### src/rtl/core/assert_macros.svh
// Assertion macros shared by the page-buffer directory RTL.
`ifndef ASSERT_MACROS_SVH
`define ASSERT_MACROS_SVH

// Property that must hold at every clock edge outside reset.
`define CHBD_ASSERT(label, clk, rst, prop, msg) \
   label: assert property (@(posedge clk) disable iff (rst) prop) else $error(msg);

// Condition that must never be seen at a clock edge outside reset.
`define CHBD_ASSERT_NEVER(label, clk, rst, cond, msg) \
   label: assert property (@(posedge clk) disable iff (rst) !(cond)) else $error(msg);

`endif

### src/rtl/core/chbd_ram.sv
// Simple dual-port synchronous RAM with a registered read port.
module chbd_ram #(
   parameter int WIDTH = 8,
   parameter int DEPTH = 256,
   localparam int AW = $clog2(DEPTH)
) (
   input  logic             clock,
   input  logic             we,
   input  logic [AW-1:0]    waddr,
   input  logic [WIDTH-1:0] wdata,
   input  logic             re,
   input  logic [AW-1:0]    raddr,
   output logic [WIDTH-1:0] rdata
);

   logic [WIDTH-1:0] mem_ff [DEPTH];
   logic [WIDTH-1:0] rdata_ff;

   always_ff @(posedge clock) begin
      if (we) begin
         mem_ff[waddr] <= wdata;
      end
      if (re) begin
         rdata_ff <= mem_ff[raddr];
      end
   end

   assign rdata = rdata_ff;

endmodule

### config.mk
export PLATFORM = sky130hd
export DESIGN_NAME = chbd_ram
export DESIGN_NICKNAME = d
export VERILOG_FILES = /design/src/rtl/core/assert_macros.svh /design/src/rtl/core/chbd_ram.sv
export SDC_FILE = /design/constraint.sdc
export NUM_CORES = 2
export LEC_CHECK = 0
export BUFFER_PORTS_ARGS = -buffer_cell sky130_fd_sc_hd__buf_2
export CAP_MARGIN = 25
export CORE_MARGIN = 4
export CORE_UTILIZATION = 60
export CTS_CLUSTER_SIZE = 16
export DETAILED_ROUTE_END_ITERATION = 10
export HOLD_SLACK_MARGIN = 0.05
export PLACE_DENSITY = 0.75
export SYNTH_ARGS = -nofsm -noshare
export SYNTH_HDL_FRONTEND = slang
export SYNTH_SLANG_ARGS = --single-unit
### constraint.sdc
create_clock -name clock -period 3.7 [get_ports clock]
set_clock_uncertainty 0.2 [all_clocks]
set_input_delay 0.74 -clock clock [delete_from_list [all_inputs] [get_ports clock]]
set_output_delay 0.74 -clock clock [all_outputs]
set_load 0.1 [all_outputs]
Word level (Yosys, flattened, before mapping)

Memory sizes are Yosys's and may differ from the RTL's. A register that Yosys moved wholly into a read port is not among the register bits.
Cells that the tools add are included.

Muxes and demuxes: 2

Operators with widths:

| kind   | count |
|---|---|
| $mux 1 | 2 |

Register bits after elaboration: 0
Logic and storage cells: 3
Output and inout port bits: 8
Memories kept: 1
Bits in writable memories: 2,048

Memories:

| name   | words | bits a word | rd ports | clocked after Yosys merged registers in | wr ports | RTL line       | RTL |
|---|---|---|---|---|---|---|---|
| mem_ff | 256   | 8           | 1        | 1                                       | 1        | chbd_ram.sv:16 | `logic [WIDTH-1:0] mem_ff [DEPTH];` |

Longest topological paths before layout

Depth after elaboration: 2
Gate-level depth with buffers: 11

Worst setup path before layout

No wires, ideal clock.

Path kind: input to register
Start: in raddr[0]
End: reg rdata_ff[2], in the netlist rdata[2], read port of mem_ff, data pin
Data required time: 3.231 ns
Cell stages on the path: 9
Setup slack: 0.684 ns
Arrival time: 2.547 ns
Setup time: 0.269 ns
Buffers on the path: 4
Path through: buf_6 > buf_12 > buf_8 > buf_2 > mux4_2 > a22oi_1 > a21oi_1 > nor4_1 > nor4_2

RTL lines:

| item        | RTL line       | RTL |
|---|---|---|
| from (decl) | chbd_ram.sv:12 | `input logic [AW-1:0] raddr,` |
| to (decl)   | chbd_ram.sv:17 | `logic [WIDTH-1:0] rdata_ff;` |

==> flow_summary.toml <==
[floorplanning]
die_h_um = 372
start_util_pct = 60.5
chipWidth_um = 372
core_area_um2 = 132000
die-area_um2 = 139000
row_count = 133
io_pins = 35

[drt]
ant_nets = 0
dr.pass1.iters = 6
drc_errors = 0
via_per_inst = 6.69
wl_per_cell_um = 32.0
first_iter_violations = 5791
routed_wl_um = 198000
vias = 41494

[placed_design]
placed_area_um2 = 85500
gp_congestion = 0.886
placed_cells = 5838
io_buffers = 34
hpwl_um = 123000

[global_routing]
grt_max_degree = 113
grt_pass1_vias = 41849
antenna_found_initial = 13
grt_use_total_pct = 29.4
grt-ovfl-total = 0
grt_pass1_wl_um = 291000

[clock_tree]
cts_hold_buf = 0
clk_latency_ns = 0.84
cts_tree = "done"
cts_sinks = 2056
clkTransAtPathRegs_ns = 0.06
cts_buffer_depth = 3
root_buffer = "clkbuf_16"
htreeDepth = 4
cts_resized = 1
cts_made_buffers = 194
postCtsSetupRepairBufs = 0

[sta]
slew_headroom_pct = 27.7
holdWs_ns = 0.141
setup_viol = 0
timing.final.max_slew_violations = 0
hold_violations = 0
period_share_pct = 97.6
fmax_ghz = 0.277
rsz0062_at_grt = "false"
worst_slew_pin_slew_ns = 1.07
period_needed_ns = 3.61
fin_tns_setup_ns = 0

[run]
maxCapViolCount = 0

[layout]
fin_cells = 6199
areaGrowthSynthToFinish_pct = 15.2
fin_nets = 4306
drive_gt1_share_pct = 30.1
fin_area_um2 = 91700

[critical_path]
worstSetupEndpointType = "flip-flop"
cp-start-kind = "input pin"
critPathRequiredTime_ns = 4.03
path_class = "in -> reg"
worstPathMaxFanout = 11
arrival_ns = 3.94

[yosys]
synth_top_flop_cell = "edfxtp_1"
syn-num-nets = 3760
netlist_instances = 3733
synth-seq-cells = 2056
ys_seq_area_share_pct = 77.5
netlist_area_um2 = 79600
async_flop_share_pct = 0
synth_cell_type_count = 54
yosys_warnings = 0
synth_area_per_cell_um2 = 21.3
synth_edf_count = 2056

[power_and_ir_drop]
power.leakage_uw = 0.0295
power.total_uw = 47800
p_per_area_nw_per_um2 = 522
worst_ir_drop_vdd_v = 0.000564

[run_status]
status = "finished, final reports clean"

[hold_path]
hp-class = "in -> reg"
## final timing paths
kind                  start  depth (start not counted)        to  slack, ns
max reg2reg  mem_ff[208][3]                          6  rdata[3]       0.38
min                      re                          1  rdata[1]       0.14
max                raddr[0]                          9  rdata[3]       0.09
min reg2reg   mem_ff[50][4]                          6  rdata[4]       1.05
## state kept, by name (all words and copies together), names as in the netlist
| name | cells |
|---|---|
| mem_ff | 2048 |
| rdata | 8 |
## Yosys cell counts, drive strengths merged, types with 2 or more instances
cell type	n	area (um2)
edfxtp	2056	61700
mux4	456	10300
nor2	282	1060
mux2i	134	1340
a22oi	133	998
buf	122	1030
clkbuf	111	417
a21oi	96	480
o221ai	47	418
nand3	34	170
nand2	33	124
nor2b	31	194
o22ai	28	175
nor4	27	188
nor3	22	110
a211oi	16	120
a221oi	14	129
o21ai	12	60.1
nand4	10	62.6
o211ai	10	75.1
a22o	8	70.1
nand2b	8	50.1
and2	6	37.5
a2111oi	5	52.6
o22a	5	43.8
o32ai	5	51.3
or2	4	25.0
a311oi	2	17.5
a31oi	2	12.5
and3b	2	17.5
nand3b	2	15.0
## cell type report
| cell class | instances | area, um2 |
|---|---|---|
| fill | 7626 | 39900 |
| sequential | 2056 | 61700 |
| antenna | 12 | 30.0 |
| timing repair buffer | 583 | 5030 |
| clock buffer | 235 | 5010 |
| multi-input combinational | 1442 | 16500 |
| inverter | 2 | 7.51 |
| clock inverter | 114 | 1200 |
| tap | 1755 | 2200 |
## cell usage in the layout (no fill, tap or decap), drive strengths merged, types with 12 or more instances in the layout
cell type	instances
nand2	33
edfxtp	2056
nand3	34
nor4	27
mux4	456
a22oi	133
o21ai	12
nor2	282
buf	575
clkbuf	243
o221ai	47
nor2b	31
clkinv	83
diode	12
a21oi	96
mux2i	134
o22ai	28
bufinv	19
a221oi	14
a211oi	16
nor3	22
## layer usage
metal | track usage [%] | wire length, um | up-vias
met2 | 46.5 | 96700 | 2722
met4 | 11.9 | 8940 | 4
li1 | - | - | 16785
met5 | 0 | 26 | -
met1 | 40.5 | 70500 | 21471
met3 | 6.74 | 22100 | 512
## stage by stage
stage	util (%)	setup slack (ns)
after global routing	69.7	0.00995
after detailed placement	64.9	-1.07
final	69.7	0.0892
after CTS	69.7	0.137
after floorplan	-	0.684
after global placement	64.9	-1.09
## power by group
group          switching [uW]  total, uW  internal, uW
Clock                    8520      19500         11000
Sequential               26.1      25700         25700
Combinational            1630       2600           961
Total                   10200      47800         37600
## kinds of logic (layout without fill, tap and decap cells)
| kind of cell | after synthesis | in the layout | synth area share, % |
|---|---|---|---|
| AO/OA/AOI/OAI | 385 | 385 | 3.42 |
| buffers and inverters | 235 | 934 | 1.83 |
| flip-flops | 2056 | 2056 | 77.5 |
| multiplexers | 591 | 591 | 14.6 |
| other | 0 | 12 | 0 |
| AND/OR/NAND/NOR | 466 | 466 | 2.63 |
## worst max-delay path, cell delays in order
cell and delay [ns]:
buf_8 0.19, buf_12 0.18, buf_4 0.28, mux4_2 0.60, a22o_1 0.25, a221oi_1 0.71
o32ai_1 0.27, nor3_2 0.53, nor4_1 0.16
(Power assumes the default switching activity.)
