--- config.mk ---
export PLATFORM = sky130hd
export DESIGN_NAME = chbd_mod_unit
export DESIGN_NICKNAME = d
export VERILOG_FILES = /design/src/rtl/core/chbd_pkg.sv /design/src/rtl/core/chbd_mod_unit.sv
export VERILOG_INCLUDE_DIRS = /design/src /design/src/rtl/core
export SDC_FILE = /design/constraint.sdc
export NUM_CORES = 1
export LEC_CHECK = 0
export ABC_CLOCK_PERIOD_IN_PS = 17500
export BUFFER_PORTS_ARGS = -buffer_cell sky130_fd_sc_hd__buf_2
export CAP_MARGIN = 20
export CORE_MARGIN = 8
export CORE_UTILIZATION = 30
export DETAILED_ROUTE_END_ITERATION = 7
export PLACE_DENSITY = 0.56
export SKIP_CTS_REPAIR_TIMING = 1
export SYNTH_ARGS = -nofsm -noshare
export SYNTH_HDL_FRONTEND = slang
export SYNTH_SLANG_ARGS = --single-unit
--- constraint.sdc ---
create_clock -name clock -period 17.5 [get_ports clock]
set_input_delay 1.75 -clock clock [delete_from_list [all_inputs] [get_ports clock]]
set_output_delay 1.75 -clock clock [all_outputs]
set_load 0.005 [all_outputs]
--- src/rtl/core/assert_macros.svh ---
// Assertion macros shared by the page-buffer directory RTL.
`ifndef ASSERT_MACROS_SVH
`define ASSERT_MACROS_SVH

// Property that must hold at every clock edge outside reset.
`define CHBD_ASSERT(label, clk, rst, prop, msg) \
   label: assert property (@(posedge clk) disable iff (rst) prop) else $error(msg);

// Condition that must never be seen at a clock edge outside reset.
`define CHBD_ASSERT_NEVER(label, clk, rst, cond, msg) \
   label: assert property (@(posedge clk) disable iff (rst) !(cond)) else $error(msg);

`endif

--- src/rtl/core/chbd_pkg.sv ---
// Types and constants shared by the page-buffer directory modules.
package chbd_pkg;

   localparam int CMD_W       = 2;
   localparam int VOL_W       = 16;
   localparam int PAGE_W      = 31;
   localparam int KEY_W       = VOL_W + PAGE_W;
   localparam int BIDX_W      = 6;
   localparam int STATUS_W    = 2;
   localparam int BKT_CFG_W   = 8;
   localparam int BUF_CFG_W   = 7;
   localparam int CSR_DATA_W  = 8;
   localparam int CSR_IDX_W   = 2;
   localparam int CFG_POOLS   = 2;
   localparam int SUM_W       = 32;
   localparam int MOD_STEP_BITS = 8;
   localparam int MOD_STEPS   = SUM_W / MOD_STEP_BITS;
   localparam int BKT_WIDE_W  = 14;
   localparam int IDX_WIDE_W  = 13;

   localparam logic [BKT_CFG_W-1:0] BUCKETS_RESET = 8'd128;
   localparam logic [BUF_CFG_W-1:0] BUFFERS_RESET = 7'd64;

   localparam logic [CSR_IDX_W-1:0] CSR_BUCKETS_ZERO = 2'd0;
   localparam logic [CSR_IDX_W-1:0] CSR_BUCKETS_ONE  = 2'd1;
   localparam logic [CSR_IDX_W-1:0] CSR_BUFFERS_ZERO = 2'd2;
   localparam logic [CSR_IDX_W-1:0] CSR_BUFFERS_ONE  = 2'd3;

   typedef enum logic [CMD_W-1:0] {
      CMD_LOOKUP = 2'd0,
      CMD_INSERT = 2'd1,
      CMD_DELETE = 2'd2,
      CMD_CLEAR  = 2'd3
   } cmd_type;

   typedef enum logic [STATUS_W-1:0] {
      STATUS_OK        = 2'd0,
      STATUS_NOT_FOUND = 2'd1,
      STATUS_BAD_INDEX = 2'd2
   } status_type;

   typedef struct packed {
      cmd_type             command;
      logic                pool_select;
      logic [VOL_W-1:0]    vol_no;
      logic [PAGE_W-1:0]   page_no;
      logic [BIDX_W-1:0]   buffer_index;
   } req_type;

   typedef struct packed {
      status_type          status;
      logic [BIDX_W-1:0]   found_index;
   } rsp_type;

   // Effective (already clamped) limits of one pool.
   typedef struct packed {
      logic [BKT_CFG_W-1:0] buckets;
      logic [BUF_CFG_W-1:0] buffers;
   } pool_cfg_type;

endpackage

--- src/rtl/core/chbd_mod_unit.sv ---
// Iterative remainder unit: 32-bit sum modulo an 8-bit bucket count.
`include "assert_macros.svh"

module chbd_mod_unit (
   input  logic                           clock,
   input  logic                           reset,
   input  logic                           start,
   input  logic [chbd_pkg::SUM_W-1:0]     dividend,
   input  logic [chbd_pkg::BKT_CFG_W-1:0] divisor,
   output logic                           done,
   output logic [chbd_pkg::BKT_CFG_W-1:0] remainder
);

   localparam int SW  = chbd_pkg::SUM_W;
   localparam int DW  = chbd_pkg::BKT_CFG_W;
   localparam int SB  = chbd_pkg::MOD_STEP_BITS;
   localparam int CW  = $clog2(chbd_pkg::MOD_STEPS);
   localparam logic [CW-1:0] CNT_LAST = CW'(chbd_pkg::MOD_STEPS - 1);

   logic          busy_ff, busy_in;
   logic          done_ff, done_in;
   logic [CW-1:0] cnt_ff, cnt_in;
   logic [SW-1:0] dividend_ff, dividend_in;
   logic [DW-1:0] divisor_ff, divisor_in;
   logic [DW-1:0] rem_ff, rem_in;
   logic [DW-1:0] rem_step;

   // One restoring step per dividend bit, a byte of bits per cycle.
   always_comb begin
      logic [DW:0]   trial;
      logic [DW-1:0] r;
      r = rem_ff;
      for (int i = 0; i < SB; i++) begin
         trial = {r, dividend_ff[SW-1-i]};
         if (trial >= {1'b0, divisor_ff}) begin
            trial = trial - {1'b0, divisor_ff};
         end
         r = trial[DW-1:0];
      end
      rem_step = r;
   end

   always_comb begin
      busy_in     = busy_ff;
      done_in     = 1'b0;
      cnt_in      = cnt_ff;
      dividend_in = dividend_ff;
      divisor_in  = divisor_ff;
      rem_in      = rem_ff;
      if (start) begin
         busy_in     = 1'b1;
         cnt_in      = '0;
         dividend_in = dividend;
         divisor_in  = divisor;
         rem_in      = '0;
      end else if (busy_ff) begin
         rem_in      = rem_step;
         dividend_in = dividend_ff << SB;
         cnt_in      = cnt_ff + 1'b1;
         if (cnt_ff == CNT_LAST) begin
            busy_in = 1'b0;
            done_in = 1'b1;
         end
      end
   end

   always_ff @(posedge clock) begin
      if (reset) begin
         busy_ff <= 1'b0;
         done_ff <= 1'b0;
         cnt_ff  <= '0;
      end else begin
         busy_ff <= busy_in;
         done_ff <= done_in;
         cnt_ff  <= cnt_in;
      end
      dividend_ff <= dividend_in;
      divisor_ff  <= divisor_in;
      rem_ff      <= rem_in;
   end

   assign done      = done_ff;
   assign remainder = rem_ff;

   `CHBD_ASSERT(a_rem_below_divisor, clock, reset, done_ff |-> (rem_ff < divisor_ff), "remainder not below bucket count")
   `CHBD_ASSERT_NEVER(a_start_while_busy, clock, reset, start && busy_ff, "remainder unit restarted while busy")

endmodule

**Word level (Yosys, flattened, before mapping)**

Cells that the tools add are included.

- Register bits: 52
- Bits in latches: 0
- Memory bits (writable): 0
- Bits in read-only memories: 0
- Input port bits: 43
- Output and inout bits: 9
- Memories: 0

- Add/sub/neg operators: 9
- Multiply operators: 0
- Divide/modulo/power cells: 0
- Order comparisons: 8
- Equality and inequality tests: 1
- Shift operators: 0
- Multiplexer cells: 14
- Bitwise logic cells: 1
- Reductions and logical operators: 3

Operators with widths:

| kind | number |
|---|---|
| $ge 9x8->1 | 8 |
| $mux 32 | 2 |
| $mux 8 | 8 |
| $sub 8x8->8 | 8 |
| $mux 1 | 4 |
| $reduce_or 3->1 | 1 |
| $add 2x1->2 const B | 1 |
| $eq 2x2->1 const B | 1 |
| $reduce_bool 2->1 | 1 |
| $reduce_or 2->1 | 1 |
| $not 1->1 | 1 |

**Logic depth before layout (Yosys ltp)**

Gate-level depths: netlist of run 1.

- Depth after elaboration: 16
- Depth in mapped cells: 94
- Mapped depth without buffers: 91

**Least setup slack after synthesis of run 1**

No wires, ideal clock.

- Kind: reg-to-reg
- Start: register divisor_ff[1]
- End: register rem_ff[0], in the netlist remainder[0]
- Setup time: 0.122 ns
- Arrival: 17.098 ns
- Data required time: 17.378 ns
- Setup slack: 0.280 ns
- Stages on the path, launching flop included: 89
- Path buffers: 4
- Period minus slack after synthesis: 17.220 ns
- Path through: edfxtp_1 -> inv_1 -> ha_1 -> nand2b_1 -> a21oi_2 -> o221ai_2 -> nand2_2 -> o21ai_0 -> inv_1 -> ha_1 -> nor2b_4 -> o31a_1 -> o41a_1 -> o21ai_1 -> nand3_2 -> o21ai_0 -> ha_1 -> or4_1 -> [... 53 more ...] -> buf_2 -> nand2_1 -> o21ai_0 -> ha_1 -> nor2b_1 -> o21ai_0 -> a21boi_0 -> o21ai_0 -> nand2b_1 -> a21o_1 -> a21oi_1 -> o21ai_0 -> a21oi_1 -> nand2_1 -> or3_1 -> buf_6 -> and2_4 -> o311a_1

- Cells in the longest elaborated chain, start to end: 16
- Elaborated cells between the ends (all ways): 23
- Classes of those cells: 7 x add/sub; 8 x order compare; 8 x mux

RTL lines:

| item | line | source |
|---|---|---|
| from (decl) | chbd_mod_unit.sv:24 | `logic [DW-1:0] divisor_ff, divisor_in;` |
| from (signal assigned) | chbd_mod_unit.sv:78 | `divisor_ff <= divisor_in;` |
| $sub 8x8->8 / $ge 9x8->1 (equally long branches) | chbd_mod_unit.sv:36, chbd_mod_unit.sv:35 |  |
| $mux 8 | chbd_mod_unit.sv:35 | `if (trial >= {1'b0, divisor_ff}) begin` |
| $sub 8x8->8 / $ge 9x8->1 (equally long branches) | chbd_mod_unit.sv:36, chbd_mod_unit.sv:35 |  |
| $mux 8 | chbd_mod_unit.sv:35 |  |
| $sub 8x8->8 / $ge 9x8->1 (equally long branches) | chbd_mod_unit.sv:36, chbd_mod_unit.sv:35 |  |
| $mux 8 | chbd_mod_unit.sv:35 |  |
| $sub 8x8->8 / $ge 9x8->1 (equally long branches) | chbd_mod_unit.sv:36, chbd_mod_unit.sv:35 |  |
| $mux 8 | chbd_mod_unit.sv:35 |  |
| $sub 8x8->8 / $ge 9x8->1 (equally long branches) | chbd_mod_unit.sv:36, chbd_mod_unit.sv:35 |  |
| $mux 8 | chbd_mod_unit.sv:35 |  |
| $sub 8x8->8 / $ge 9x8->1 (equally long branches) | chbd_mod_unit.sv:36, chbd_mod_unit.sv:35 |  |
| $mux 8 | chbd_mod_unit.sv:35 |  |
| $sub 8x8->8 / $ge 9x8->1 (equally long branches) | chbd_mod_unit.sv:36, chbd_mod_unit.sv:35 |  |
| $mux 8 | chbd_mod_unit.sv:35 |  |
| $ge 9x8->1 * | chbd_mod_unit.sv:35 |  |
| $mux 8 * | chbd_mod_unit.sv:35 |  |
| to (signal assigned) | chbd_mod_unit.sv:79 | `rem_ff <= rem_in;` |
| to (decl) | chbd_mod_unit.sv:25 | `logic [DW-1:0] rem_ff, rem_in;` |

Every way passes the cells marked *; elsewhere a longest branch is shown, timed or not.
A chain may end at the register's enable or synchronous reset.

**Worst setup path in the final report of run 1**

- Start: register divisor_ff[6]
- End: register rem_ff[0], in the netlist remainder[0]

- Cells in the longest elaborated chain, start to end: 16
- Elaborated cells between the ends (all ways): 23
- Classes of those cells: 7 x add/sub; 8 x order compare; 8 x mux

RTL lines:

| item | line |
|---|---|
| $sub 8x8->8 / $ge 9x8->1 (equally long branches) | chbd_mod_unit.sv:36, chbd_mod_unit.sv:35 |
| $mux 8 | chbd_mod_unit.sv:35 |
| $sub 8x8->8 / $ge 9x8->1 (equally long branches) | chbd_mod_unit.sv:36, chbd_mod_unit.sv:35 |
| $mux 8 | chbd_mod_unit.sv:35 |
| $ge 9x8->1 / $sub 8x8->8 (equally long branches) | chbd_mod_unit.sv:35, chbd_mod_unit.sv:36 |
| $mux 8 | chbd_mod_unit.sv:35 |
| $sub 8x8->8 / $ge 9x8->1 (equally long branches) | chbd_mod_unit.sv:36, chbd_mod_unit.sv:35 |
| $mux 8 | chbd_mod_unit.sv:35 |
| $sub 8x8->8 / $ge 9x8->1 (equally long branches) | chbd_mod_unit.sv:36, chbd_mod_unit.sv:35 |
| $mux 8 | chbd_mod_unit.sv:35 |
| $sub 8x8->8 / $ge 9x8->1 (equally long branches) | chbd_mod_unit.sv:36, chbd_mod_unit.sv:35 |
| $mux 8 | chbd_mod_unit.sv:35 |
| $sub 8x8->8 / $ge 9x8->1 (equally long branches) | chbd_mod_unit.sv:36, chbd_mod_unit.sv:35 |
| $mux 8 | chbd_mod_unit.sv:35 |
| $ge 9x8->1 * | chbd_mod_unit.sv:35 |
| $mux 8 * | chbd_mod_unit.sv:35 |

Marked as above.

==> results of run 1 <==
[metal layers]
| metal | GRT usage, % | vias to the layer above | wire, um |
|---|---|---|---|
| met5 | 0 | - | 0 |
| met4 | 5.04 | 0 | 452 |
| met3 | 2.68 | 21 | 749 |
| met2 | 21.7 | 106 | 7300 |
| met1 | 15.9 | 2294 | 6900 |
| li1 | - | 2433 | - |
[synthesized netlist by cell type, drive strengths merged, types with 3 or more instances]
| master | count | area (um2) |
|---|---|---|
| a21o | 15 | 113 |
| o211ai | 5 | 42.5 |
| nor2 | 29 | 109 |
| xnor2 | 23 | 209 |
| ha | 65 | 813 |
| xor2 | 12 | 105 |
| nand4 | 13 | 87.6 |
| inv | 50 | 188 |
| a311oi | 6 | 70.1 |
| and3 | 3 | 18.8 |
| fa | 8 | 160 |
| o2111a | 3 | 35.0 |
| or3 | 5 | 31.3 |
| o21bai | 3 | 22.5 |
| a21oi | 26 | 134 |
| edfxtp | 40 | 1200 |
| dfxtp | 12 | 240 |
| nor3 | 10 | 50.1 |
| nand2b | 8 | 50.1 |
| clkbuf | 6 | 22.5 |
| o21ai | 36 | 180 |
| or2 | 3 | 18.8 |
| nand3 | 12 | 65.1 |
| and2 | 11 | 71.3 |
| a211oi | 5 | 47.5 |
| o221ai | 3 | 32.5 |
| nor2b | 12 | 82.6 |
| buf | 6 | 41.3 |
| mux2 | 43 | 488 |
| a22oi | 5 | 42.5 |
| nand2 | 40 | 153 |
| a21boi | 6 | 48.8 |
| a31o | 4 | 35.0 |
| a41o | 4 | 40.0 |
| o21a | 13 | 97.6 |
| mux2i | 11 | 110 |
| o2111ai | 4 | 41.3 |
| a31oi | 6 | 37.5 |
| nor3b | 6 | 45.0 |
[cell type report]
cell class / instances / area (um2) / share of cell area, %
well taps: 234 / 293 / 4.38
inverters: 51 / 193 / 2.88
clock buffers: 5 / 125 / 1.87
clock inverters: 3 / 42.5 / 0.636
repair buffers: 90 / 548 / 8.19
flip-flops and latches: 52 / 1440 / 21.5
multi-input cells: 485 / 4050 / 60.5
[worst min-delay path, stage by stage, from the launching register on]
cell and delay (ps):
dfxtp_1 310, mux2i_1 120, nor3_1 60
[state kept, by name, indices dropped and copies added, names as in the netlist]
register / count
busy_ff: 1
cnt_ff: 2
dividend_ff: 32
divisor_ff: 8
done: 1
remainder: 8
[stage by stage]
step | hold slack [ps] | worst slack, ps | TNS (ps)
3_3_place_gp | 521 | 691 | 0
3_5_place_dp | 518 | 355 | 0
2_1_floorplan | 497 | 280 | 0
5_1_grt | 562 | -114 | -334
6_report | 527 | 1260 | 0
4_1_cts | 532 | 245 | 0
[cells by family (layout without fill, tap and decap cells)]
family	after synthesis	after routing	synth area share (%)
compound gates	162	162	21.3
simple gates	161	161	15.3
fa+ha+maj	73	73	17.2
buf+inv	63	149	4.54
mux	54	54	10.6
flops	52	52	25.5
xor+xnor	35	35	5.56
[path summary, 6_finish.rpt]
check / slack (ps) / from / to
setup / recovery: 1260 / divisor_ff[6]$_DFFE_PP_ / remainder[0]$_SDFFE_PP0P_
hold / removal: 530 / cnt_ff[1]$_SDFFE_PP0P_ / cnt_ff[1]$_SDFFE_PP0P_
setup reg to reg: 1260 / divisor_ff[6]$_DFFE_PP_ / remainder[0]$_SDFFE_PP0P_
hold reg to reg: 530 / cnt_ff[1]$_SDFFE_PP0P_ / cnt_ff[1]$_SDFFE_PP0P_
==> flow_metrics.py, run 1 <==
metrics = {
    "run_status": {
        "status": "complete, no violations",
    },
    "finish": {
        "final_core_util_pct": 36.0,
        "areaGrowthSynthToFinish_pct": 18.5,
        "layout_common_cells": "ha_1 (63), buf_2 (51), inv_1 (50), mux2_2 (42), edfxtp_1 (40)",
        "antennaDiodeCount": 0,
        "final_common_cell": "ha_1",
        "fill_cells": 1878,
        "fin_nets": 801,
        "drive_gt1_share_pct": 26.4,
        "layoutNonFillerInstCount": 920,
        "finalInstanceArea_um2": 6690,
    },
    "detailed_routing": {
        "drtAntennaViolNets": 0,
        "drc": 0,
        "wl_per_cell_um": 16.7,
        "drtPass1Iterations": 4,
        "post_drt_via_cell_ratio": 5.28,
        "wl_um": 15400,
        "via_count": 4854,
        "drt_iter0_drc": 254,
    },
    "placed_design": {
        "place.gp.congestion": 0.873,
        "dp_hpwl_um": 12300,
        "dpl.cell_count": 911,
        "portBuffers": 51,
        "placed_cell_area_um2": 6410,
    },
    "timing": {
        "period_minus_slack_ps": 16240,
        "fmax_mhz": 61.6,
        "finalClockSkew_ps": 6.98,
        "hold_violations": 0,
        "tightest_slew_ps": 741,
        "maxSlewViolCount": 0,
        "slew_headroom_pct": 50.6,
        "setup_viol_count_final": 0,
        "period_share_pct": 92.8,
    },
    "worst_setup_path": {
        "path_depth": 81,
        "cp.arrival_ps": 16430,
        "path_common_cell": "o21ai_1",
        "critPathLaunchType": "register",
        "critical_path_class": "reg -> reg",
        "critPathCaptureType": "register",
        "critPathBufInv": 6,
        "slowest_delay_ps": 410,
        "critPathSlowestCell": "ha_2",
        "cp.required_ps": 17690,
        "path_max_fanout": 10,
        "r2r_cells": 81,
        "crit_family": "compound AO/OA/AOI/OAI gates",
    },
    "logic_synthesis": {
        "ys.flop_type": "edfxtp_1",
        "synth-seq-cells": 52,
        "syn_nets": 716,
        "synth_edf_count": 40,
        "syn_avg_cell_area_um2": 9.41,
        "ys_warn_count": 0,
        "netlist_area_um2": 5640,
        "syn_inst": 600,
        "async_flop_share_pct": 0,
        "ys_seq_area_share_pct": 25.5,
        "ys_types": 83,
    },
    "clock_network": {
        "clock_latency_ps": 290,
        "clk_path_buf_depth": 2,
        "cts_max_level": 2,
        "cts_buffers": 5,
        "cts.sinks": 52,
        "cts_root_buf": "clkbuf_16",
        "cts_tree": "done",
        "clk_pin_slew_ps": 70,
    },
    "worst_hold_path": {
        "holdCritPathClass": "reg -> reg",
        "hold_depth": 2,
    },
    "global_route": {
        "grt_pass1_wl_um": 24600,
        "gr-total-overflow": 0,
        "grt_max_degree": 56,
        "antenna_found_initial": 0,
        "grt_pass1_vias": 4850,
        "grt_util_all_layers_pct": 12.9,
    },
    "floorplanning": {
        "die-area_um2": 23500,
        "die-height_um": 153,
        "num_rows": 50,
        "ios": 52,
        "core_area_um2": 18600,
        "start_util_pct": 30.4,
        "die_x_um": 153,
    },
    "flow_run": {
        "max_cap_viol_count": 0,
    },
}
Power of run 1 is not shown: default switching activity piles up to over one toggle a cycle in this logic, so the estimate is an artifact.
==> run 2, diff against run 1 <==
MAX_ROUTING_LAYER = met4   (was unset)
==> flow_metrics.py, run 2 (synthesized netlist as in run 1, its figures left out) <==
metrics = {
    "timing": {
        "finalClockSkew_ps": 7.47,
        "maxSlewViolCount": 0,
        "hold_violations": 0,
        "slew_headroom_pct": 50.6,
        "setup_viol_count_final": 0,
        "period_minus_slack_ps": 16220,
        "tightest_slew_ps": 741,
        "period_share_pct": 92.7,
        "tns_ps": 0,
        "fmax_mhz": 61.6,
        "fin_ws_ps": 1280,
        "hold_ws_ps": 529,
    },
    "clock_network": {
        "clk_path_buf_depth": 2,
        "clk_pin_slew_ps": 70,
        "cts.sinks": 52,
        "cts_max_level": 2,
        "cts_tree": "done",
        "clock_latency_ps": 290,
        "cts_buffers": 5,
        "cts_root_buf": "clkbuf_16",
    },
    "detailed_routing": {
        "drtAntennaViolNets": 0,
        "drtPass1Iterations": 4,
        "via_count": 4853,
        "post_drt_via_cell_ratio": 5.28,
        "wl_per_cell_um": 16.7,
        "drt_iter0_drc": 262,
        "wl_um": 15400,
        "drc": 0,
    },
    "global_route": {
        "grt_max_degree": 56,
        "gr-total-overflow": 0,
        "grt_util_all_layers_pct": 13.3,
        "grt_pass1_vias": 4852,
        "antenna_found_initial": 0,
        "grt_pass1_wl_um": 24600,
    },
    "finish": {
        "areaGrowthSynthToFinish_pct": 18.5,
        "drive_gt1_share_pct": 26.4,
        "layout_common_cells": "ha_1 (63), buf_2 (51), inv_1 (50), mux2_2 (42), edfxtp_1 (40)",
        "final_core_util_pct": 36.0,
        "fill_cells": 1878,
        "largest_reg_flops": 32,
        "antennaDiodeCount": 0,
        "multi_input_area_um2": 4050,
        "final_common_cell": "ha_1",
        "largest_register": "dividend_ff",
        "fin_nets": 801,
        "seq_area_um2": 1440,
    },
    "floorplanning": {
        "start_util_pct": 30.4,
        "num_rows": 50,
        "ios": 52,
        "die-area_um2": 23500,
        "die_x_um": 153,
        "core_area_um2": 18600,
        "die-height_um": 153,
    },
    "placed_design": {
        "dp_hpwl_um": 12300,
        "place_ws_ps": 355,
        "portBuffers": 51,
        "place.gp.congestion": 0.888,
    },
    "worst_setup_path": {
        "slowest_delay_ps": 410,
        "path_common_cell": "o21ai_1",
        "cp.arrival_ps": 16410,
        "critPathCaptureType": "register",
        "path_max_fanout": 10,
        "critical_path_class": "reg -> reg",
        "cp.required_ps": 17690,
        "critPathLaunchType": "register",
        "critPathSlowestCell": "ha_2",
    },
    "worst_hold_path": {
        "holdCritPathClass": "reg -> reg",
    },
    "run_status": {
        "status": "complete, no violations",
    },
    "flow_run": {
        "max_cap_viol_count": 0,
    },
}
## run 2: cell counts in the layout (fill, tap and decap cells not counted)
No cell type changed its count.
## run 2: worst paths after layout
kind                               endpoint  slack, ps  cells after the start               startpoint
setup reg to reg  remainder[0]$_SDFFE_PP0P_       1280                     81  divisor_ff[6]$_DFFE_PP_
hold reg to reg      cnt_ff[1]$_SDFFE_PP0P_        530                      2   cnt_ff[1]$_SDFFE_PP0P_
hold / removal       cnt_ff[1]$_SDFFE_PP0P_        530                      2   cnt_ff[1]$_SDFFE_PP0P_
setup / recovery  remainder[0]$_SDFFE_PP0P_       1280                     81  divisor_ff[6]$_DFFE_PP_
## run 2: stage by stage
step           instances  instance area (um2)
5_1_grt              920                 6690
3_3_place_gp         911                 6410
4_1_cts              919                 6580
2_1_floorplan        600                 5640
3_5_place_dp         911                 6410
6_report             920                 6690
## run 2: area by class of cell
type | count | area share (%)
Clock buffer | 5 | 1.87
Clock inverter | 3 | 0.636
Inverter | 51 | 2.88
Multi-Input combinational cell | 485 | 60.5
Sequential cell | 52 | 21.5
Tap cell | 234 | 4.38
Timing Repair Buffer | 90 | 8.19
## run 2: critical path, delay by kind of cell (launching register included)
kind	cells	cell delay, ps
buffers and inverters	6	870
DFF	1	320
AOI/OAI and AO/OA	40	6950
and+or+nand+nor	21	3620
muxes	6	1850
adders and majority gates	8	2460
## run 2: layer usage
metal	track usage, %	part of all wire, %	up-vias
li1	-	-	2429
met1	16.2	45	2299
met2	21.7	48	103
met3	2.17	4.2	22
met4	5.04	3.0	0
met5	-	0	-
Power of run 2 is left out for the same reason.
