`src/rtl/core/assert_macros.svh`:
```
// Assertion macros shared by the page-buffer directory RTL.
`ifndef ASSERT_MACROS_SVH
`define ASSERT_MACROS_SVH

// Property that must hold at every clock edge outside reset.
`define CHBD_ASSERT(label, clk, rst, prop, msg) \
   label: assert property (@(posedge clk) disable iff (rst) prop) else $error(msg);

// Condition that must never be seen at a clock edge outside reset.
`define CHBD_ASSERT_NEVER(label, clk, rst, cond, msg) \
   label: assert property (@(posedge clk) disable iff (rst) !(cond)) else $error(msg);

`endif

```
`src/rtl/core/chbd_pkg.sv`:
```
// Types and constants shared by the page-buffer directory modules.
package chbd_pkg;

   localparam int CMD_W       = 2;
   localparam int VOL_W       = 16;
   localparam int PAGE_W      = 31;
   localparam int KEY_W       = VOL_W + PAGE_W;
   localparam int BIDX_W      = 6;
   localparam int STATUS_W    = 2;
   localparam int BKT_CFG_W   = 8;
   localparam int BUF_CFG_W   = 7;
   localparam int CSR_DATA_W  = 8;
   localparam int CSR_IDX_W   = 2;
   localparam int CFG_POOLS   = 2;
   localparam int SUM_W       = 32;
   localparam int MOD_STEP_BITS = 8;
   localparam int MOD_STEPS   = SUM_W / MOD_STEP_BITS;
   localparam int BKT_WIDE_W  = 14;
   localparam int IDX_WIDE_W  = 13;

   localparam logic [BKT_CFG_W-1:0] BUCKETS_RESET = 8'd128;
   localparam logic [BUF_CFG_W-1:0] BUFFERS_RESET = 7'd64;

   localparam logic [CSR_IDX_W-1:0] CSR_BUCKETS_ZERO = 2'd0;
   localparam logic [CSR_IDX_W-1:0] CSR_BUCKETS_ONE  = 2'd1;
   localparam logic [CSR_IDX_W-1:0] CSR_BUFFERS_ZERO = 2'd2;
   localparam logic [CSR_IDX_W-1:0] CSR_BUFFERS_ONE  = 2'd3;

   typedef enum logic [CMD_W-1:0] {
      CMD_LOOKUP = 2'd0,
      CMD_INSERT = 2'd1,
      CMD_DELETE = 2'd2,
      CMD_CLEAR  = 2'd3
   } cmd_type;

   typedef enum logic [STATUS_W-1:0] {
      STATUS_OK        = 2'd0,
      STATUS_NOT_FOUND = 2'd1,
      STATUS_BAD_INDEX = 2'd2
   } status_type;

   typedef struct packed {
      cmd_type             command;
      logic                pool_select;
      logic [VOL_W-1:0]    vol_no;
      logic [PAGE_W-1:0]   page_no;
      logic [BIDX_W-1:0]   buffer_index;
   } req_type;

   typedef struct packed {
      status_type          status;
      logic [BIDX_W-1:0]   found_index;
   } rsp_type;

   // Effective (already clamped) limits of one pool.
   typedef struct packed {
      logic [BKT_CFG_W-1:0] buckets;
      logic [BUF_CFG_W-1:0] buffers;
   } pool_cfg_type;

endpackage

```
`src/rtl/core/chbd_ctrl.sv`:
```
// Directory sequencer: hashing, chain walk and read-modify-write of both memories.
`include "assert_macros.svh"

module chbd_ctrl #(
   parameter int MAX_BUFFERS = 64,
   parameter int MAX_BUCKETS = 128,
   parameter int NUM_POOLS   = 2,
   localparam int IW     = $clog2(MAX_BUFFERS),
   localparam int HAW    = $clog2(NUM_POOLS * MAX_BUCKETS),
   localparam int SAW    = $clog2(NUM_POOLS * MAX_BUFFERS),
   localparam int HEAD_W = IW + 1,
   localparam int SLOT_W = chbd_pkg::KEY_W + 1 + IW
) (
   input  logic                    clock,
   input  logic                    reset,
   input  logic                    req_valid,
   output logic                    req_ready,
   input  chbd_pkg::req_type       req_payload,
   output logic                    rsp_valid,
   input  logic                    rsp_ready,
   output chbd_pkg::rsp_type       rsp_payload,
   input  chbd_pkg::pool_cfg_type [chbd_pkg::CFG_POOLS-1:0] pool_cfg,
   output logic                           mod_start,
   output logic [chbd_pkg::SUM_W-1:0]     mod_dividend,
   output logic [chbd_pkg::BKT_CFG_W-1:0] mod_divisor,
   input  logic                           mod_done,
   input  logic [chbd_pkg::BKT_CFG_W-1:0] mod_remainder,
   output logic                    head_we,
   output logic [HAW-1:0]          head_waddr,
   output logic [HEAD_W-1:0]       head_wdata,
   output logic                    head_re,
   output logic [HAW-1:0]          head_raddr,
   input  logic [HEAD_W-1:0]       head_rdata,
   output logic                    slot_we,
   output logic [SAW-1:0]          slot_waddr,
   output logic [SLOT_W-1:0]       slot_wdata,
   output logic                    slot_re,
   output logic [SAW-1:0]          slot_raddr,
   input  logic [SLOT_W-1:0]       slot_rdata
);

   localparam int KW  = chbd_pkg::KEY_W;
   localparam int SW  = chbd_pkg::SUM_W;
   localparam int XW  = chbd_pkg::IDX_WIDE_W;
   localparam int BW  = chbd_pkg::BIDX_W;
   localparam logic [HAW-1:0] HEAD_LAST = HAW'(NUM_POOLS * MAX_BUCKETS - 1);
   localparam logic [IW-1:0]  STEP_LAST = IW'(MAX_BUFFERS - 1);

   typedef enum logic [2:0] {
      ST_CLEAR,
      ST_IDLE,
      ST_HASH,
      ST_HEAD_CHK,
      ST_SLOT_CHK,
      ST_DONE
   } state_type;

   state_type         state_ff, state_in;
   chbd_pkg::req_type req_ff, req_in;
   logic              clr_rsp_ff, clr_rsp_in;
   logic [HAW-1:0]    clr_addr_ff, clr_addr_in;
   logic [HAW-1:0]    head_addr_ff, head_addr_in;
   logic [IW-1:0]     cur_ff, cur_in;
   logic [IW-1:0]     prev_ff, prev_in;
   logic [KW-1:0]     prev_key_ff, prev_key_in;
   logic              has_prev_ff, has_prev_in;
   logic [IW-1:0]     steps_ff, steps_in;
   chbd_pkg::rsp_type result_ff, result_in;
   logic              rsp_valid_ff, rsp_valid_in;
   chbd_pkg::rsp_type rsp_ff, rsp_in;

   logic              acc_pool;
   logic              acc_bad;
   logic              pool_eff;
   logic [KW-1:0]     key;
   logic [HAW-1:0]    head_base;
   logic [HAW-1:0]    head_addr_calc;
   logic [SAW-1:0]    slot_base;
   logic [XW-1:0]     bidx_wide;
   logic [IW-1:0]     bidx_idx;
   logic [XW-1:0]     cur_wide;
   logic [KW-1:0]     slot_key;
   logic              slot_match;

   // A pool number past the configured pool count folds onto the last pool.
   assign acc_pool = (NUM_POOLS > 1) ? req_payload.pool_select : 1'b0;
   assign pool_eff = (NUM_POOLS > 1) ? req_ff.pool_select : 1'b0;
   assign acc_bad  = ({1'b0, req_payload.buffer_index} >= pool_cfg[acc_pool].buffers);

   assign mod_dividend = SW'(req_payload.vol_no) + SW'(req_payload.page_no);
   assign mod_divisor  = pool_cfg[acc_pool].buckets;

   assign key            = {req_ff.vol_no, req_ff.page_no};
   assign head_base      = pool_eff ? HAW'(MAX_BUCKETS) : '0;
   assign head_addr_calc = head_base + HAW'(mod_remainder);
   assign slot_base      = pool_eff ? SAW'(MAX_BUFFERS) : '0;
   assign bidx_wide      = XW'(req_ff.buffer_index);
   assign bidx_idx       = bidx_wide[IW-1:0];
   assign cur_wide       = XW'(cur_ff);
   assign slot_key       = slot_rdata[SLOT_W-1 -: KW];
   assign slot_match     = (slot_key == key);

   assign req_ready = (state_ff == ST_IDLE);

   always_comb begin
      state_in     = state_ff;
      req_in       = req_ff;
      clr_rsp_in   = clr_rsp_ff;
      clr_addr_in  = clr_addr_ff;
      head_addr_in = head_addr_ff;
      cur_in       = cur_ff;
      prev_in      = prev_ff;
      prev_key_in  = prev_key_ff;
      has_prev_in  = has_prev_ff;
      steps_in     = steps_ff;
      result_in    = result_ff;
      rsp_valid_in = rsp_valid_ff;
      rsp_in       = rsp_ff;
      mod_start    = 1'b0;
      head_we      = 1'b0;
      head_waddr   = head_addr_ff;
      head_wdata   = '0;
      head_re      = 1'b0;
      head_raddr   = head_addr_calc;
      slot_we      = 1'b0;
      slot_waddr   = '0;
      slot_wdata   = '0;
      slot_re      = 1'b0;
      slot_raddr   = '0;

      if (rsp_valid_ff && rsp_ready) begin
         rsp_valid_in = 1'b0;
      end

      unique case (state_ff)
         ST_CLEAR: begin
            // Sweep every bucket head to empty, one entry per cycle.
            head_we    = 1'b1;
            head_waddr = clr_addr_ff;
            if (clr_addr_ff == HEAD_LAST) begin
               clr_addr_in = '0;
               clr_rsp_in  = 1'b0;
               if (clr_rsp_ff) begin
                  result_in.status      = chbd_pkg::STATUS_OK;
                  result_in.found_index = '0;
                  state_in              = ST_DONE;
               end else begin
                  state_in = ST_IDLE;
               end
            end else begin
               clr_addr_in = clr_addr_ff + 1'b1;
            end
         end
         ST_IDLE: begin
            if (req_valid) begin
               req_in                = req_payload;
               result_in.status      = chbd_pkg::STATUS_OK;
               result_in.found_index = '0;
               if (req_payload.command == chbd_pkg::CMD_CLEAR) begin
                  clr_rsp_in  = 1'b1;
                  clr_addr_in = '0;
                  state_in    = ST_CLEAR;
               end else if (req_payload.command == chbd_pkg::CMD_INSERT && acc_bad) begin
                  result_in.status = chbd_pkg::STATUS_BAD_INDEX;
                  state_in         = ST_DONE;
               end else begin
                  mod_start = 1'b1;
                  state_in  = ST_HASH;
               end
            end
         end
         ST_HASH: begin
            if (mod_done) begin
               head_re      = 1'b1;
               head_addr_in = head_addr_calc;
               steps_in     = '0;
               has_prev_in  = 1'b0;
               state_in     = ST_HEAD_CHK;
            end
         end
         ST_HEAD_CHK: begin
            if (req_ff.command == chbd_pkg::CMD_INSERT) begin
               // New entry takes the old head as its successor.
               slot_we    = 1'b1;
               slot_waddr = slot_base + SAW'(bidx_idx);
               slot_wdata = {key, head_rdata};
               head_we    = 1'b1;
               head_wdata = {1'b1, bidx_idx};
               state_in   = ST_DONE;
            end else if (!head_rdata[IW]) begin
               result_in.status = chbd_pkg::STATUS_NOT_FOUND;
               state_in         = ST_DONE;
            end else begin
               slot_re    = 1'b1;
               slot_raddr = slot_base + SAW'(head_rdata[IW-1:0]);
               cur_in     = head_rdata[IW-1:0];
               state_in   = ST_SLOT_CHK;
            end
         end
         ST_SLOT_CHK: begin
            if (slot_match) begin
               if (req_ff.command == chbd_pkg::CMD_DELETE) begin
                  if (has_prev_ff) begin
                     slot_we    = 1'b1;
                     slot_waddr = slot_base + SAW'(prev_ff);
                     slot_wdata = {prev_key_ff, slot_rdata[IW:0]};
                  end else begin
                     head_we    = 1'b1;
                     head_wdata = slot_rdata[IW:0];
                  end
               end else begin
                  result_in.found_index = cur_wide[BW-1:0];
               end
               state_in = ST_DONE;
            end else begin
               prev_in     = cur_ff;
               prev_key_in = slot_key;
               has_prev_in = 1'b1;
               steps_in    = steps_ff + 1'b1;
               // The walk gives up at the end of the chain or after a full
               // pool's worth of slots, which also ends a cyclic chain.
               if (steps_ff == STEP_LAST || !slot_rdata[IW]) begin
                  result_in.status = chbd_pkg::STATUS_NOT_FOUND;
                  state_in         = ST_DONE;
               end else begin
                  slot_re    = 1'b1;
                  slot_raddr = slot_base + SAW'(slot_rdata[IW-1:0]);
                  cur_in     = slot_rdata[IW-1:0];
               end
            end
         end
         ST_DONE: begin
            if (!rsp_valid_ff || rsp_ready) begin
               rsp_valid_in = 1'b1;
               rsp_in       = result_ff;
               state_in     = ST_IDLE;
            end
         end
         default: begin
            state_in = ST_IDLE;
         end
      endcase
   end

   always_ff @(posedge clock) begin
      if (reset) begin
         state_ff     <= ST_CLEAR;
         clr_rsp_ff   <= 1'b0;
         clr_addr_ff  <= '0;
         has_prev_ff  <= 1'b0;
         steps_ff     <= '0;
         rsp_valid_ff <= 1'b0;
      end else begin
         state_ff     <= state_in;
         clr_rsp_ff   <= clr_rsp_in;
         clr_addr_ff  <= clr_addr_in;
         has_prev_ff  <= has_prev_in;
         steps_ff     <= steps_in;
         rsp_valid_ff <= rsp_valid_in;
      end
      req_ff       <= req_in;
      head_addr_ff <= head_addr_in;
      cur_ff       <= cur_in;
      prev_ff      <= prev_in;
      prev_key_ff  <= prev_key_in;
      result_ff    <= result_in;
      rsp_ff       <= rsp_in;
   end

   assign rsp_valid   = rsp_valid_ff;
   assign rsp_payload = rsp_ff;

   `CHBD_ASSERT(a_rsp_from_done, clock, reset, $rose(rsp_valid_ff) |-> $past(state_ff == ST_DONE), "result loaded outside the completion state")
   `CHBD_ASSERT(a_walk_bound, clock, reset, (state_ff == ST_SLOT_CHK) |-> (steps_ff <= STEP_LAST), "chain walk ran past the slot limit")
   `CHBD_ASSERT_NEVER(a_slot_port_clash, clock, reset, slot_we && slot_re && (slot_waddr == slot_raddr), "slot memory read and written at one entry")

endmodule

```
`config.mk`:
```
export PLATFORM = sky130hd
export DESIGN_NAME = chbd_ctrl
export DESIGN_NICKNAME = d
export VERILOG_FILES = /design/src/rtl/core/chbd_pkg.sv /design/src/rtl/core/chbd_ctrl.sv
export VERILOG_INCLUDE_DIRS = /design/src /design/src/rtl/core
export SDC_FILE = /design/constraint.sdc
export NUM_CORES = 1
export LEC_CHECK = 0
export BUFFER_PORTS_ARGS = -buffer_cell sky130_fd_sc_hd__buf_2
export CAP_MARGIN = 20
export CORE_AREA = 2 2 127 129
export DETAILED_ROUTE_END_ITERATION = 10
export DIE_AREA = 0 0 129 131
export PLACE_DENSITY_LB_ADDON = 0.12
export SETUP_SLACK_MARGIN = 0.2
export SKIP_LAST_GASP = 1
export SLEW_MARGIN = 40
export SYNTH_ARGS = -nofsm -noshare
export SYNTH_HDL_FRONTEND = slang
export SYNTH_SLANG_ARGS = --single-unit
```
`constraint.sdc`:
```
create_clock -name clock -period 5.19 [get_ports clock]
set_input_delay 0.7785 -clock clock [delete_from_list [all_inputs] [get_ports clock]]
set_output_delay 0.7785 -clock clock [all_outputs]
set_load 0.01 [all_outputs]
```
# == Word-level counts from Yosys, hierarchy flattened ==
# Cells that the tools add are included.
# word_totals
register_bits,159
inputBits,160
out_inout_bits,146
elab_cells,172
# classes
add_sub_neg,8
order_cmp,2
eq_ne,27
n_mux,92
bitwise_logic,1
n_reduce_logical,23
# ops
cell,count
2-to-1 mux 54 bit,4
case mux 54 bit (2 select lines),1
2-to-1 mux 7 bit,13
2-to-1 mux 8 bit,8
2-to-1 mux 6 bit,8
== test 47 bit,1
case mux 7 bit (2 select lines),3
adder 16 x 31 -> 32 bit,1
2-to-1 mux 15 bit,2
2-to-1 mux 3 bit,10
adder 7 x 6 -> 7 bit,4
2-to-1 mux 1 bit,26
"!= test 2 bit, second input constant",13
case mux 6 bit (2 select lines),2
case mux 3 bit (6 select lines),1
case mux 6 bit (3 select lines),1
case mux 8 bit (2 select lines),1
2-to-1 mux 2 bit,6
AND reduction 5 bit,2
"adder 8 x 1 -> 8 bit, second input constant",1
adder 8 bit,1
"== test 8 bit, second input constant",1
case mux 1 bit (2 select lines),4
case mux 2 bit (4 select lines),1
other kinds (25),38

# == Logic depth before layout (Yosys ltp) ==
# Gate-level depths: netlist of run 1.
# logic_depth
ltp_word,8
mapped_depth,11

# == Worst setup path after synthesis of run 1 ==
# OpenSTA, ideal clock, no wires.
# synth_path
path_type,reg-to-output
startpoint,register state_ff[0]
endpoint,output mod_start
arrival_time_ns,2.955
setup_slack_ns,1.456
stages_incl_launch_ff,7
cell_sequence,dfxtp_1 > clkbuf_1 > nor2b_1 > nand2b_1 > inv_1 > and2_1 > and3_1
# synth_between
elab_chain_len,2
# synth_lines
element,line_no,rtl
"start, declared",chbd_ctrl.sv:58,"state_type state_ff, state_in;"
"start signal, assigned",chbd_ctrl.sv:254,state_ff <= state_in;
== test 3 x 1 -> 1 bit,n/a,
named net req_ready,chbd_ctrl.sv:17,"output logic req_ready,"
2-to-1 mux 1 bit,chbd_ctrl.sv:135,unique case (state_ff)
"end, declared",chbd_ctrl.sv:23,"output logic mod_start,"
# The timed path passes the listed nets, and every way through them passes these cells.

# == Worst setup path in the final report of run 1 ==
# layout_path
startpoint,input req_payload[37] in the netlist's numbering
endpoint,output mod_dividend[20] in the netlist's numbering
# layout_between
elab_chain_len,1
# layout_lines
element,line_no,rtl
"start, declared",chbd_ctrl.sv:18,"input chbd_pkg::req_type req_payload,"
adder 16 x 31 -> 32 bit,chbd_ctrl.sv:90,assign mod_dividend = SW'(req_payload.vol_no) + SW'(req_payload.page_no);
"end, declared",chbd_ctrl.sv:24,"output logic [chbd_pkg::SUM_W-1:0] mod_dividend,"
# No other way between the ends.

==> results of run 1 <==
per-stage QoR:
step / hold WS [ns] / setup slack, ns / cells / util (%)
floorplan: 0.400 / 1.46 / 655 / -
global placement: 0.400 / 0.947 / 1149 / 63.2
detailed placement: 0.407 / 0.921 / 1150 / 63.4
CTS: 0.420 / 0.912 / 1182 / 67.1
global route: 0.425 / 0.758 / 1182 / 67.1
finish: 0.419 / 0.967 / 1183 / 67.1
layout make-up:
class	instances	area [sq um]	area share (%)
antenna	1	2.50	0.0239
clock inverter	11	140	1.34
clock buffer	21	440	4.21
multi-input combinational	452	3400	32.5
inverter	11	41.3	0.394
timing repair buffer	312	1600	15.3
sequential	159	4570	43.7
tap	216	270	2.58
power by group:
group	internal (mW)	switching (mW)	leakage [nW]
clock network	0.754	0.496	0.275
logic	0.364	0.602	2.83
registers	1.72	0.129	1.44
total	2.84	1.23	4.54
layer usage:
layer / up-vias / global-route usage (%) / routed length, um
li1: 3118 / - / -
met1: 3263 / 33.3 / 9300
met2: 324 / 47.7 / 12100
met3: 57 / 7.13 / 1750
met4: 0 / 11.4 / 673
met5: - / 0 / 0
logic make-up after synthesis:
group / after synthesis / share of synthesized area (%)
buf+inv: 44 / 2.74
simple gates: 156 / 10.1
flops: 159 / 56.0
xor+xnor: 77 / 8.25
fa+ha+maj: 25 / 3.92
mux: 30 / 4.04
compound gates: 164 / 15.0
layout by cell type (no fill, tap or decap), types with 6 or more instances in the layout:
cell and count:
xnor2_1 18, nor4_1 11, a32o_1 9, nor3_1 8, o21ai_0 15, nor2b_1 6, mux2_2 24, nand2b_1 8
mux2i_1 6, inv_1 10, ha_1 24, dfxtp_1 20, or3_1 6, o21a_1 7, nand2_1 35, xor2_1 59
clkbuf_16 17, buf_2 305, and3_1 19, nand4_1 6, edfxtp_1 139, nand3_1 13, a22o_1 64, a21oi_1 35
nor2_1 25
synthesized netlist by cell type, types with 18 or more instances:
| master | n | share of area, % |
|---|---|---|
| edfxtp_1 | 139 | 51 |
| a22o_1 | 64 | 6.9 |
| xor2_1 | 59 | 6.3 |
| a21oi_1 | 35 | 2.1 |
| nand2_1 | 35 | 1.6 |
| nor2_1 | 26 | 1.2 |
| ha_1 | 24 | 3.7 |
| mux2_2 | 24 | 3.3 |
| dfxtp_1 | 20 | 4.9 |
| and3_1 | 19 | 1.5 |
| xnor2_1 | 18 | 1.9 |
worst max-delay path by stage:
stage                                from                to
after floorplan               state_ff[0]         mod_start
after global placement     slot_rdata[49]     head_wdata[2]
after detailed placement   slot_rdata[26]     head_wdata[2]
after CTS                  slot_rdata[26]     head_wdata[2]
after global routing       slot_rdata[26]     head_wdata[3]
final                     req_payload[37]  mod_dividend[20]
worst max-delay path, stage by stage:
cell	delay (ns)
buf_2	0.10
ha_1	0.20
inv_1	0.07
fa_1	0.40
nand2b_1	0.18
a21oi_1	0.26
o21ai_0	0.23
a21oi_1	0.32
o21ai_1	0.29
a21boi_0	0.30
xor2_1	0.17
buf_2	0.15
sequential cells by signal, indices dropped and copies added, names as in the netlist, 2 cells and up:
signal / count
key: 47
prev_key_ff: 47
clr_addr_ff: 8
head_addr_ff: 8
result_ff: 8
rsp_payload: 8
bidx_idx: 6
cur_ff: 6
prev_ff: 6
steps_ff: 6
state_ff: 3
req_ff: 2
==> impl_metrics.env, run 1 <==
export IMPL_tightest_slew_ns=0.812
export IMPL_grt_pass1_vias=6590
export IMPL_yosysUniqueCellTypes=57
export IMPL_clock_path_buffers=2
export IMPL_clock_sinks=159
export IMPL_min_to="rsp_payload[5]"
export IMPL_syn_to_final_growth_pct=28.2
export IMPL_critPathKind="input port to output port"
export IMPL_core_area_sq_mm=0.0156
export IMPL_cts_tree="built"
export IMPL_ys_seq_elements=159
export IMPL_dr_pass1_iters=5
export IMPL_r2r_start="key[17]"
export IMPL_fin_area_sq_mm=0.0105
export IMPL_hold_path_class="flop to flop"
export IMPL_fmaxAchievable_mhz=237
export IMPL_clkTransAtPathRegs_ns=0.06
export IMPL_critPathCaptureType="output port"
export IMPL_yosysSeqAreaShare_pct=56.0
export IMPL_slew_headroom_pct=45.9
export IMPL_post_cts_resized=0
export IMPL_syn_area_sq_mm=0.00817
export IMPL_dpl_hpwl_mm=18.1
export IMPL_die_x_um=129
export IMPL_rows=46
export IMPL_ys_warn_count=0
export IMPL_synth_edff_count=139
export IMPL_io_pins=306
export IMPL_power_density_mw_per_mm2=388
export IMPL_wirelength_mm=23.8
export IMPL_drt_initial_drc_count=513
export IMPL_grt_usage_pct=27.7
export IMPL_hold_viol=0
export IMPL_skew_ns=0.0160
export IMPL_place_gp_congestion=0.924
export IMPL_async_reset_ff_share_pct=0
export IMPL_detail_route_wl_per_cell_um=20.2
export IMPL_drtAntennaViolNets=0
export IMPL_tns_ns=0
export IMPL_outcome="finished clean"
export IMPL_num_fill_cells=1193
export IMPL_syn_nets=840
export IMPL_post_route_drc_count=0
export IMPL_initial_core_util_pct=52.4
export IMPL_drv_slew=0
export IMPL_required_ns=4.41
export IMPL_h_tree_depth=4
export IMPL_num_vias=6762
export IMPL_hold_buffers=0
export IMPL_ir_drop_mv=0.235
export IMPL_reg2reg_slack_ns=2.34
export IMPL_setup_violations=0
export IMPL_power_leakage_nw=4.54
export IMPL_cap_viol_max_count=0
export IMPL_syn_inst=655
export IMPL_post_route_period_util_pct=81.4
export IMPL_post_cts_buffers=0
export IMPL_grt_overflow=0
export IMPL_min_period_ns=4.22
export IMPL_grt_max_degree=57
export IMPL_via_per_inst=5.72
export IMPL_antenna_found_initial=0
export IMPL_worstSkewPairLatency_ns=0.43
export IMPL_cts_root_buf="clkbuf_16"
export IMPL_rr_endpoint="result_ff[2]"
export IMPL_cp_arrival_ns=3.44
export IMPL_min_delay_start="result_ff[5]"
export IMPL_design_power_total_mw=4.06
export IMPL_die_area_sq_mm=0.0169
export IMPL_ff2ff_path_depth=6
export IMPL_cts_made_buffers=17
export IMPL_place_area_sq_mm=0.00988
export IMPL_port_buffers=305
export IMPL_grt_pass1_wl_mm=35.0
export IMPL_die_y_um=131
export IMPL_holdPathStages=0
export IMPL_final_nets=1138
export IMPL_synthFlopType="edfxtp_1"
export IMPL_syn_area_per_cell_sq_um=12.5
export IMPL_rsz0062_at_grt="no"
export IMPL_drive_above_1_share_pct=38.7
export IMPL_cp_start_kind="input port"
export IMPL_cp_max_fo=8
No activity file was read; power rests on OpenSTA's default activity.
==> run 2: changes to the inputs <==
--- a/config.mk
+++ b/config.mk
@@ -8,9 +8,9 @@
 export LEC_CHECK = 0
 export BUFFER_PORTS_ARGS = -buffer_cell sky130_fd_sc_hd__buf_2
 export CAP_MARGIN = 20
-export CORE_AREA = 2 2 127 129
+export CORE_AREA = 2 2 131 133
 export DETAILED_ROUTE_END_ITERATION = 10
-export DIE_AREA = 0 0 129 131
+export DIE_AREA = 0 0 133 135
 export PLACE_DENSITY_LB_ADDON = 0.12
 export SETUP_SLACK_MARGIN = 0.2
 export SKIP_LAST_GASP = 1
==> constraint.sdc (replaced) <==
create_clock -name clock -period 3.99 [get_ports clock]
set_input_delay 0.5985 -clock clock [delete_from_list [all_inputs] [get_ports clock]]
set_output_delay 0.5985 -clock clock [all_outputs]
set_load 0.01 [all_outputs]
==> impl_metrics.env, run 2 (synthesized netlist as in run 1, its figures left out) <==
export IMPL_outcome="finished clean"
export IMPL_antenna_found_initial=1
export IMPL_post_cts_buffers=0
export IMPL_wirelength_mm=23.6
export IMPL_cts_made_buffers=17
export IMPL_grt_pass1_vias=6393
export IMPL_power_leakage_nw=4.61
export IMPL_cp_arrival_ns=3.07
export IMPL_rr_endpoint="steps_ff[3]"
export IMPL_skew_ns=0.00829
export IMPL_core_area_sq_mm=0.0164
export IMPL_tns_ns=0
export IMPL_ir_drop_mv=0.326
export IMPL_fin_area_sq_mm=0.0106
export IMPL_tightest_slew_ns=0.795
export IMPL_grt_overflow=0
export IMPL_grt_pass1_wl_mm=35.3
export IMPL_cap_viol_max_count=0
export IMPL_drv_slew=0
export IMPL_fmaxAchievable_mhz=272
export IMPL_h_tree_depth=4
export IMPL_cts_tree="built"
export IMPL_rows=47
export IMPL_hold_worst_slack_ns=0.367
export IMPL_dr_pass1_iters=4
export IMPL_rsz0062_at_grt="yes"
export IMPL_num_vias=6730
export IMPL_power_density_mw_per_mm2=500
export IMPL_cp_max_fo=15
export IMPL_die_x_um=133
export IMPL_detail_route_wl_per_cell_um=19.7
export IMPL_final_nets=1148
export IMPL_via_per_inst=5.63
export IMPL_cp_start_kind="flop"
export IMPL_clock_sinks=159
export IMPL_critPathCaptureType="output port"
export IMPL_grt_max_degree=57
export IMPL_post_route_drc_count=0
export IMPL_post_route_period_util_pct=92.0
export IMPL_ff2ff_path_depth=9
export IMPL_syn_to_final_growth_pct=30.0
export IMPL_setup_violations=0
export IMPL_cts_root_buf="clkbuf_16"
export IMPL_drt_initial_drc_count=477
export IMPL_r2r_start="key[42]"
export IMPL_min_to="head_addr_ff[3]"
export IMPL_layout_commonest_cell="buf_2"
export IMPL_drtAntennaViolNets=0
export IMPL_reg2reg_slack_ns=0.98
export IMPL_drive_above_1_share_pct=39.8
export IMPL_holdPathStages=1
export IMPL_required_ns=3.39
export IMPL_hold_viol=0
export IMPL_dpl_hpwl_mm=17.4
export IMPL_critPathKind="flop to output port"
export IMPL_die_y_um=135
export IMPL_design_power_total_mw=5.31
export IMPL_initial_core_util_pct=49.8
export IMPL_clkTransAtPathRegs_ns=0.06
export IMPL_worstSkewPairLatency_ns=0.42
export IMPL_slew_headroom_pct=47.0
export IMPL_die_area_sq_mm=0.0180
export IMPL_hold_path_class="input port to flop"
export IMPL_port_buffers=305
export IMPL_io_pins=306
export IMPL_place_area_sq_mm=0.00996
export IMPL_min_delay_start="mod_remainder[3]"
export IMPL_grt_usage_pct=25.9
export IMPL_final_cell_mix="buf_2 (305), edfxtp_1 (139), a22o_1 (64)"
export IMPL_place_gp_congestion=0.898
export IMPL_min_period_ns=3.67
export IMPL_hold_buffers=0
export IMPL_clock_path_buffers=2
## run 2: worst max-delay path by stage
stage / start / endpoint / slack (ns) / cells past startpoint
2_1_floorplan: state_ff[0] / mod_start / 0.44 / 6
3_5_place_dp: req_payload[6] / mod_dividend[20] / 0.19 / 12
3_3_place_gp: req_payload[6] / mod_dividend[20] / 0.24 / 12
4_1_cts: key[9] / slot_wdata[2] / 0.22 / 9
6_report: key[15] / slot_wdata[50] / 0.32 / 10
5_1_grt: key[15] / slot_wdata[3] / 0.19 / 10
## run 2: area by class of cell
cell class | count | area, sq um
fillers | 1322 | 5780
flip-flops and latches | 159 | 4570
multi-input cells | 452 | 3430
repair buffers | 322 | 1730
clock buffers | 20 | 437
well taps | 220 | 275
clock inverters | 11 | 141
inverters | 11 | 41.3
diodes | 1 | 2.50
## run 2: timing repair
action                     CTS  global route
gates cloned                 0             2
setup endpoints to repair   50            73
pin swaps                    0             1
gates resized for setup      2             6
## run 2: per-stage QoR
step | std cells | setup WS (ns) | util (%)
after floorplan | 655 | 0.436 | -
after global placement | 1162 | 0.243 | 60.7
after detailed placement | 1162 | 0.185 | 60.7
after CTS | 1193 | 0.216 | 64.3
after global routing | 1195 | 0.191 | 64.7
final | 1196 | 0.319 | 64.8
## run 2: routing by layer
layer | vias to the layer above | routed length [um] | global-route usage (%)
met1 | 3231 | 9840 | 33.9
met5 | - | 0 | 0
met4 | 0 | 611 | 10.2
met2 | 306 | 11400 | 41.7
li1 | 3149 | - | -
met3 | 44 | 1760 | 6.68
## run 2: power breakdown
| part | switching [mW] | leakage (nW) | internal (mW) |
|---|---|---|---|
| logic | 0.811 | 2.89 | 0.506 |
| clock network | 0.630 | 0.278 | 0.977 |
| registers | 0.151 | 1.44 | 2.23 |
| total | 1.59 | 4.61 | 3.72 |
## run 2: worst max-delay path, stage by stage, from the launching register on
cell,delay [ns]
edfxtp_1,0.41
xor2_1,0.16
nor4_1,0.33
buf_4,0.19
nand4_1,0.17
or3_4,0.45
nor3b_2,0.19
and2_4,0.25
buf_12,0.17
a22o_1,0.18
buf_2,0.15
